$ cat config.mk
export PLATFORM = sky130hd
export DESIGN_NAME = psb_fifo
export DESIGN_NICKNAME = d
export VERILOG_FILES = /design/src/sv/psb_pkg.sv /design/src/sv/psb_fifo.sv
export SDC_FILE = /design/constraint.sdc
export NUM_CORES = 1
export LEC_CHECK = 0
export BUFFER_PORTS_ARGS = -buffer_cell sky130_fd_sc_hd__buf_4
export CORE_MARGIN = 4
export CORE_UTILIZATION = 25
export CTS_BUF_LIST = sky130_fd_sc_hd__clkbuf_4 sky130_fd_sc_hd__clkbuf_8 sky130_fd_sc_hd__clkbuf_16
export DETAILED_ROUTE_END_ITERATION = 8
export SKIP_LAST_GASP = 1
export SYNTH_ARGS = -nofsm -noshare
export SYNTH_HDL_FRONTEND = slang
export SYNTH_SLANG_ARGS = --single-unit
export TNS_END_PERCENT = 5
$ cat constraint.sdc
create_clock -name clock -period 10.6 [get_ports clock]
set_clock_uncertainty 0.1 [all_clocks]
set_input_delay 0 -clock clock [delete_from_list [all_inputs] [get_ports clock]]
set_output_delay 0 -clock clock [all_outputs]
set_load 0.05 [all_outputs]
$ cat src/sv/psb_pkg.sv
// ---------------------------------------------------------------------------
// psb_pkg
// Shared types, constants and saturation helper for the particle wall bounce.
// ---------------------------------------------------------------------------
package psb_pkg;

   localparam int WORD       = 32;
   localparam int FRAC       = 16;
   localparam int NUM_W      = 48;
   localparam int DEN_W      = 32;
   localparam int DIV_STAGES = NUM_W;
   localparam int FIFO_DEPTH = 4;
   localparam int CNT_W      = $clog2(FIFO_DEPTH + 1);
   localparam int PTR_W      = $clog2(FIFO_DEPTH);

   localparam logic [1:0] MODE_NOSLIP = 2'd1;
   localparam logic [1:0] MODE_SLIP   = 2'd2;

   localparam logic [2:0] REG_WALL_MODE  = 3'd0;
   localparam logic [2:0] REG_TIME_STEP  = 3'd1;
   localparam logic [2:0] REG_TOP_HEIGHT = 3'd2;
   localparam logic [2:0] REG_WALL_VEL_X = 3'd3;
   localparam logic [2:0] REG_WALL_VEL_Y = 3'd4;

   typedef struct packed {
      logic [2:0][WORD-1:0] p;
      logic [2:0][WORD-1:0] v;
      logic [1:0]           mode;
      logic                 push;
   } part_type;

   function automatic logic [WORD-1:0] sat_word(input logic signed [63:0] x);
      logic [WORD-1:0] r;
      if (x > 64'sd2147483647) begin
         r = 32'h7FFF_FFFF;
      end else if (x < -64'sd2147483648) begin
         r = 32'h8000_0000;
      end else begin
         r = x[WORD-1:0];
      end
      return r;
   endfunction

   function automatic logic signed [63:0] sext(input logic [WORD-1:0] x);
      return $signed({{(64-WORD){x[WORD-1]}}, x});
   endfunction

   function automatic logic walls_on(input logic [1:0] mode);
      return (mode == MODE_NOSLIP) || (mode == MODE_SLIP);
   endfunction

endpackage

$ cat src/sv/psb_fifo.sv
// ---------------------------------------------------------------------------
// psb_fifo
// Short queue between the streaming front and the wall back end.
// ---------------------------------------------------------------------------
module psb_fifo (
   input  logic                        clock,
   input  logic                        reset,
   input  logic                        push,
   input  psb_pkg::part_type           push_item,
   input  logic                        pop,
   output psb_pkg::part_type           head_item,
   output logic                        empty,
   output logic [psb_pkg::CNT_W-1:0]   count
);
   import psb_pkg::*;

   part_type             mem_ff [FIFO_DEPTH];
   logic [PTR_W-1:0]     wr_ff;
   logic [PTR_W-1:0]     rd_ff;
   logic [CNT_W-1:0]     cnt_ff;
   logic                 do_pop;

   assign do_pop = pop && (cnt_ff != '0);

   always_ff @(posedge clock) begin
      if (reset) begin
         wr_ff  <= '0;
         rd_ff  <= '0;
         cnt_ff <= '0;
      end else begin
         if (push) begin
            wr_ff <= wr_ff + 1'b1;
         end
         if (do_pop) begin
            rd_ff <= rd_ff + 1'b1;
         end
         cnt_ff <= cnt_ff + CNT_W'(push) - CNT_W'(do_pop);
      end
      if (push) begin
         mem_ff[wr_ff] <= push_item;
      end
   end

   assign head_item = mem_ff[rd_ff];
   assign empty     = (cnt_ff == '0);
   assign count     = cnt_ff;

endmodule

==> impl_results.html <==
<table>
<tr><th>Metric</th><th>Value</th></tr>
<tr><th colspan="2">Status</th></tr>
<tr><td>Status</td><td>completed</td></tr>
<tr><th colspan="2">Timing</th></tr>
<tr><td>RSZ-0062 raised after global routing</td><td>false</td></tr>
<tr><td>Final worst setup slack</td><td>6.654 ns</td></tr>
<tr><td>Max-slew headroom at the worst pin</td><td>25.63%</td></tr>
<tr><td>Setup total negative slack</td><td>0 ns</td></tr>
<tr><td>Tcrit/Tclk final</td><td>37.23%</td></tr>
<tr><td>Transition time of the tightest slew-check pin</td><td>1.116 ns</td></tr>
<tr><td>Worst hold slack after final layout</td><td>0.06543 ns</td></tr>
<tr><td>Max-slew violation total from the final report</td><td>0</td></tr>
<tr><td>Maximum operating frequency</td><td>253.4 MHz</td></tr>
<tr><td>Hold violation count in the final report</td><td>0</td></tr>
<tr><td>Final count of negative-setup-slack endpoints</td><td>0</td></tr>
<tr><td>Min Tclk post-route</td><td>3.946 ns</td></tr>
<tr><th colspan="2">CTS</th></tr>
<tr><td>Buffer depth of the longest clock path</td><td>3</td></tr>
<tr><td>Number of sinks on the clock net</td><td>789</td></tr>
<tr><td>Count of cells resized by post-cts repair</td><td>0</td></tr>
<tr><td>CTS tree</td><td>done</td></tr>
<tr><td>Buffer type at the clock tree root</td><td>sky130_fd_sc_hd__clkbuf_16</td></tr>
<tr><td>Later-pin clock latency in the skew report</td><td>0.64 ns</td></tr>
<tr><td>H-tree levels</td><td>3</td></tr>
<tr><td>Inserted Clock Buffers</td><td>87</td></tr>
<tr><td>Clock Pin Slew Worst Setup and Hold Paths</td><td>0.06 ns</td></tr>
<tr><th colspan="2">Placement</th></tr>
<tr><td>Post-placement worst setup slack</td><td>7.104 ns</td></tr>
<tr><td>Count of port buffers added during placement</td><td>397</td></tr>
<tr><td>Weighted congestion at the end of routability-driven global placement</td><td>0.7194</td></tr>
<tr><td>Cell total after placement</td><td>2,934</td></tr>
<tr><td>Half-perimeter wire length after placement</td><td>40,180 um</td></tr>
<tr><th colspan="2">Critical path</th></tr>
<tr><td>Critical-path cell list</td><td>buf_4, buf_4, mux4_2, buf_4</td></tr>
<tr><td>Worst endpoint required time</td><td>10.50 ns</td></tr>
<tr><td>Startpoint types</td><td>register</td></tr>
<tr><td>Launch point of the worst reg-to-reg path</td><td>wr_ff[0]</td></tr>
<tr><td>CP max FO</td><td>65</td></tr>
<tr><td>CP max stage delay</td><td>0.96 ns</td></tr>
<tr><td>Crit-path slowest cell</td><td>sky130_fd_sc_hd__dfxtp_4</td></tr>
<tr><td>Arrival time reported for the critical path endpoint</td><td>3.85 ns</td></tr>
<tr><td>Worst Setup Path Type</td><td>reg2out</td></tr>
<tr><td>Most common cell on crit path</td><td>sky130_fd_sc_hd__buf_4</td></tr>
<tr><td>Type of element capturing the critical path</td><td>output pin</td></tr>
<tr><th colspan="2">Yosys</th></tr>
<tr><td>Cells taking the most area after synthesis</td><td>sky130_fd_sc_hd__edfxtp_1, sky130_fd_sc_hd__mux4_2, sky130_fd_sc_hd__buf_6</td></tr>
<tr><td>Average footprint of a synthesized cell</td><td>26.91 um^2</td></tr>
<tr><td>Count of yosys warnings during synthesis</td><td>0</td></tr>
<tr><td>Cell area after synthesis</td><td>28,600 um^2</td></tr>
<tr><td>Net count after synthesis</td><td>1,269</td></tr>
<tr><td>Number of flip-flops and latches in the synthesized netlist</td><td>789</td></tr>
<tr><td>Synthesized netlist cell count</td><td>1,063</td></tr>
<tr><td>Sequential area share after synthesis</td><td>82.52%</td></tr>
<tr><td>Number of distinct library cells after synthesis</td><td>19</td></tr>
<tr><td>Yosys top cell area share</td><td>81.89%</td></tr>
<tr><td>Top cell type by total area after synthesis</td><td>sky130_fd_sc_hd__edfxtp_1</td></tr>
<tr><th colspan="2">Detailed routing</th></tr>
<tr><td>Total Routed Length</td><td>67,690 um</td></tr>
<tr><td>Drc violations</td><td>0</td></tr>
<tr><td>Vias per inst</td><td>4.169</td></tr>
<tr><td>Count of vias placed by the detailed router</td><td>14,500</td></tr>
<tr><td>Mean routed wirelength per cell</td><td>19.46 um</td></tr>
<tr><td>Detailed Routing Iterations Pass 1</td><td>5</td></tr>
<tr><td>Drt first-iter violations</td><td>851</td></tr>
<tr><td>Remaining number of nets flagged by the antenna check after routing</td><td>0</td></tr>
<tr><th colspan="2">Min path</th></tr>
<tr><td>Worst min-delay path category</td><td>in2reg</td></tr>
<tr><td>Hold path start</td><td>push_item[18]</td></tr>
<tr><th colspan="2">Global route</th></tr>
<tr><td>Vias in the first global route</td><td>15,920</td></tr>
<tr><td>Antenna violations before repair</td><td>9</td></tr>
<tr><td>Pin count of the biggest net entering global routing</td><td>65</td></tr>
<tr><td>Global-route wire length before repair</td><td>101,100 um</td></tr>
<tr><td>Overflow left after global routing</td><td>0</td></tr>
<tr><td>Gr usage total</td><td>11.07%</td></tr>
<tr><th colspan="2">Power and ir drop</th></tr>
<tr><td>Static power due to leakage</td><td>13.47 nW</td></tr>
<tr><td>Reg power frac</td><td>40.4%</td></tr>
<tr><td>VDD IR-drop max</td><td>0.0001719 V</td></tr>
<tr><td>Part of the power in the clock network</td><td>33.8%</td></tr>
<tr><td>Int Pwr</td><td>6.301 mW</td></tr>
<tr><td>Switching pwr</td><td>2.785 mW</td></tr>
<tr><td>Combinational power share</td><td>25.8%</td></tr>
<tr><td>Total Power</td><td>9.086 mW</td></tr>
<tr><td>Power density over cell area</td><td>226.7 nW/um^2</td></tr>
<tr><td>Net Sw Frac</td><td>30.65%</td></tr>
<tr><th colspan="2">Die</th></tr>
<tr><td>Die width</td><td>346.2 um</td></tr>
<tr><td>Core outline area</td><td>113,100 um^2</td></tr>
<tr><td>I/O pin total</td><td>398</td></tr>
<tr><td>Standard-cell row count</td><td>123</td></tr>
<tr><td>Die height</td><td>346.2 um</td></tr>
<tr><td>Starting utilization of the core area</td><td>25.29%</td></tr>
<tr><td>Die outline area</td><td>119,900 um^2</td></tr>
<tr><th colspan="2">Run</th></tr>
<tr><td>MaxCap Viol Count</td><td>0</td></tr>
<tr><th colspan="2">Layout</th></tr>
<tr><td>Layout overhead on the synthesized area</td><td>40.12%</td></tr>
<tr><td>Fraction of layout instances using a drive strength above 1</td><td>38.72%</td></tr>
<tr><td># fillers</td><td>10,310</td></tr>
<tr><td>Number of standard cells in the layout, taps in and fillers out</td><td>3,478</td></tr>
<tr><td>Number of nets in the finished design</td><td>2,107</td></tr>
</table>
## cells by family (layout without fill, tap and decap cells)
| family | after synthesis | after routing | share of synthesized area (%) |
|---|---|---|---|
| AOI/OAI and AO/OA | 2 | 2 | 0.06125 |
| xor gates and xnor gates | 2 | 2 | 0.1094 |
| adders and majority gates | 7 | 7 | 0.3325 |
| buffers and inverters | 50 | 960 | 1.220 |
| DFF | 789 | 789 | 82.52 |
| muxes | 199 | 199 | 15.51 |
| other | 0 | 5 | 0 |
| and+or+nand+nor | 14 | 14 | 0.2493 |
## worst paths after layout
kind                                        to  slack, ns  cells after the start
worst max-delay path            head_item[136]       6.65                      4
worst min register to register        wr_ff[0]       0.47                      2
worst min-delay path             mem_ff[3][18]       0.07                      2
worst max register to register  mem_ff[1][168]       7.24                      4
## layer usage
layer  track usage, %  vias to the layer above  part of all wire, %
met4            3.487                       12                  2.3
met2            18.47                      418                   49
met1            14.02                     7625                   42
li1                 -                     6340                    -
met3            3.079                      106                  6.5
met5                0                        -                 0.12
## synthesized netlist by cell type (all sizes together)
cell type	instances
mux4	195
edfxtp	780
xnor2	1
o311ai	1
o31a	1
clkbuf	6
dfxtp	9
buf	39
nor2b	3
mux2	3
fa	1
nor2	6
mux2i	1
xnor3	1
and2	4
nor3	1
ha	6
inv	5
## through the flow
step | utilization (%) | area [um^2]
after floorplan | - | 28600
after global placement | 29.43 | 33290
after detailed placement | 29.43 | 33290
after CTS | 35.42 | 40070
after global routing | 35.43 | 40070
final | 35.43 | 40080
## cells in the final DEF, fill, tap and decap left out, types with 2 or more instances in the layout
master / Yosys / routed
sky130_fd_sc_hd__clkinv_2: 0 / 11
sky130_fd_sc_hd__nor2b_1: 3 / 3
sky130_fd_sc_hd__clkinvlp_4: 0 / 5
sky130_fd_sc_hd__clkbuf_4: 0 / 14
sky130_fd_sc_hd__clkinv_16: 0 / 2
sky130_fd_sc_hd__clkbuf_8: 0 / 2
sky130_fd_sc_hd__edfxtp_1: 780 / 780
sky130_fd_sc_hd__buf_4: 0 / 416
sky130_fd_sc_hd__diode_2: 0 / 5
sky130_fd_sc_hd__clkinv_8: 0 / 3
sky130_fd_sc_hd__inv_1: 5 / 5
sky130_fd_sc_hd__dlygate4sd3_1: 0 / 378
sky130_fd_sc_hd__clkinv_1: 0 / 17
sky130_fd_sc_hd__and2_4: 0 / 4
sky130_fd_sc_hd__nor2_1: 6 / 6
sky130_fd_sc_hd__bufinv_16: 0 / 10
sky130_fd_sc_hd__ha_1: 6 / 6
sky130_fd_sc_hd__mux4_2: 195 / 195
sky130_fd_sc_hd__clkinv_4: 0 / 3
sky130_fd_sc_hd__mux2_2: 3 / 3
sky130_fd_sc_hd__dfxtp_1: 9 / 7
sky130_fd_sc_hd__inv_6: 0 / 4
sky130_fd_sc_hd__clkbuf_16: 0 / 88
sky130_fd_sc_hd__dfxtp_4: 0 / 2
## what timing repair did
action,4_1_cts,5_1_grt
buffers inserted,0,0
hold buffers,378,0
hold endpoints to repair,856,0
## final cells by class
class	instances	area, um^2	area share [%]
Antenna cell	5	12.51	0.03122
Clock buffer	104	2335	5.825
Clock inverter	57	658.1	1.642
Inverter	5	18.77	0.04683
Multi-Input combinational cell	224	4661	11.63
Sequential cell	789	23610	58.91
Tap cell	1500	1877	4.683
Timing Repair Buffer	794	6907	17.23
## critical path, delay by kind of cell, from the launching register on
kind                   cells  cell delay [ns]
buffers and inverters      3             1.53
flip-flops                 1             0.96
multiplexers               1             0.42
## power groups by stage
stage | clock, mW | combinational, mW | sequential (mW)
floorplan | 0 | 1.62 | 3.73
global placement | 0 | 2.26 | 3.73
detailed placement | 0 | 2.27 | 3.74
CTS | 3.17 | 2.39 | 3.68
global route | 3.31 | 2.46 | 3.69
finish | 3.07 | 2.34 | 3.67
## registers in the layout (all words and copies together) (netlist names), named ones only
signal / cells
mem_ff: 780
count: 3
rd_ff: 2
wr_ff: 2
Power figures use the tool's default switching activity.
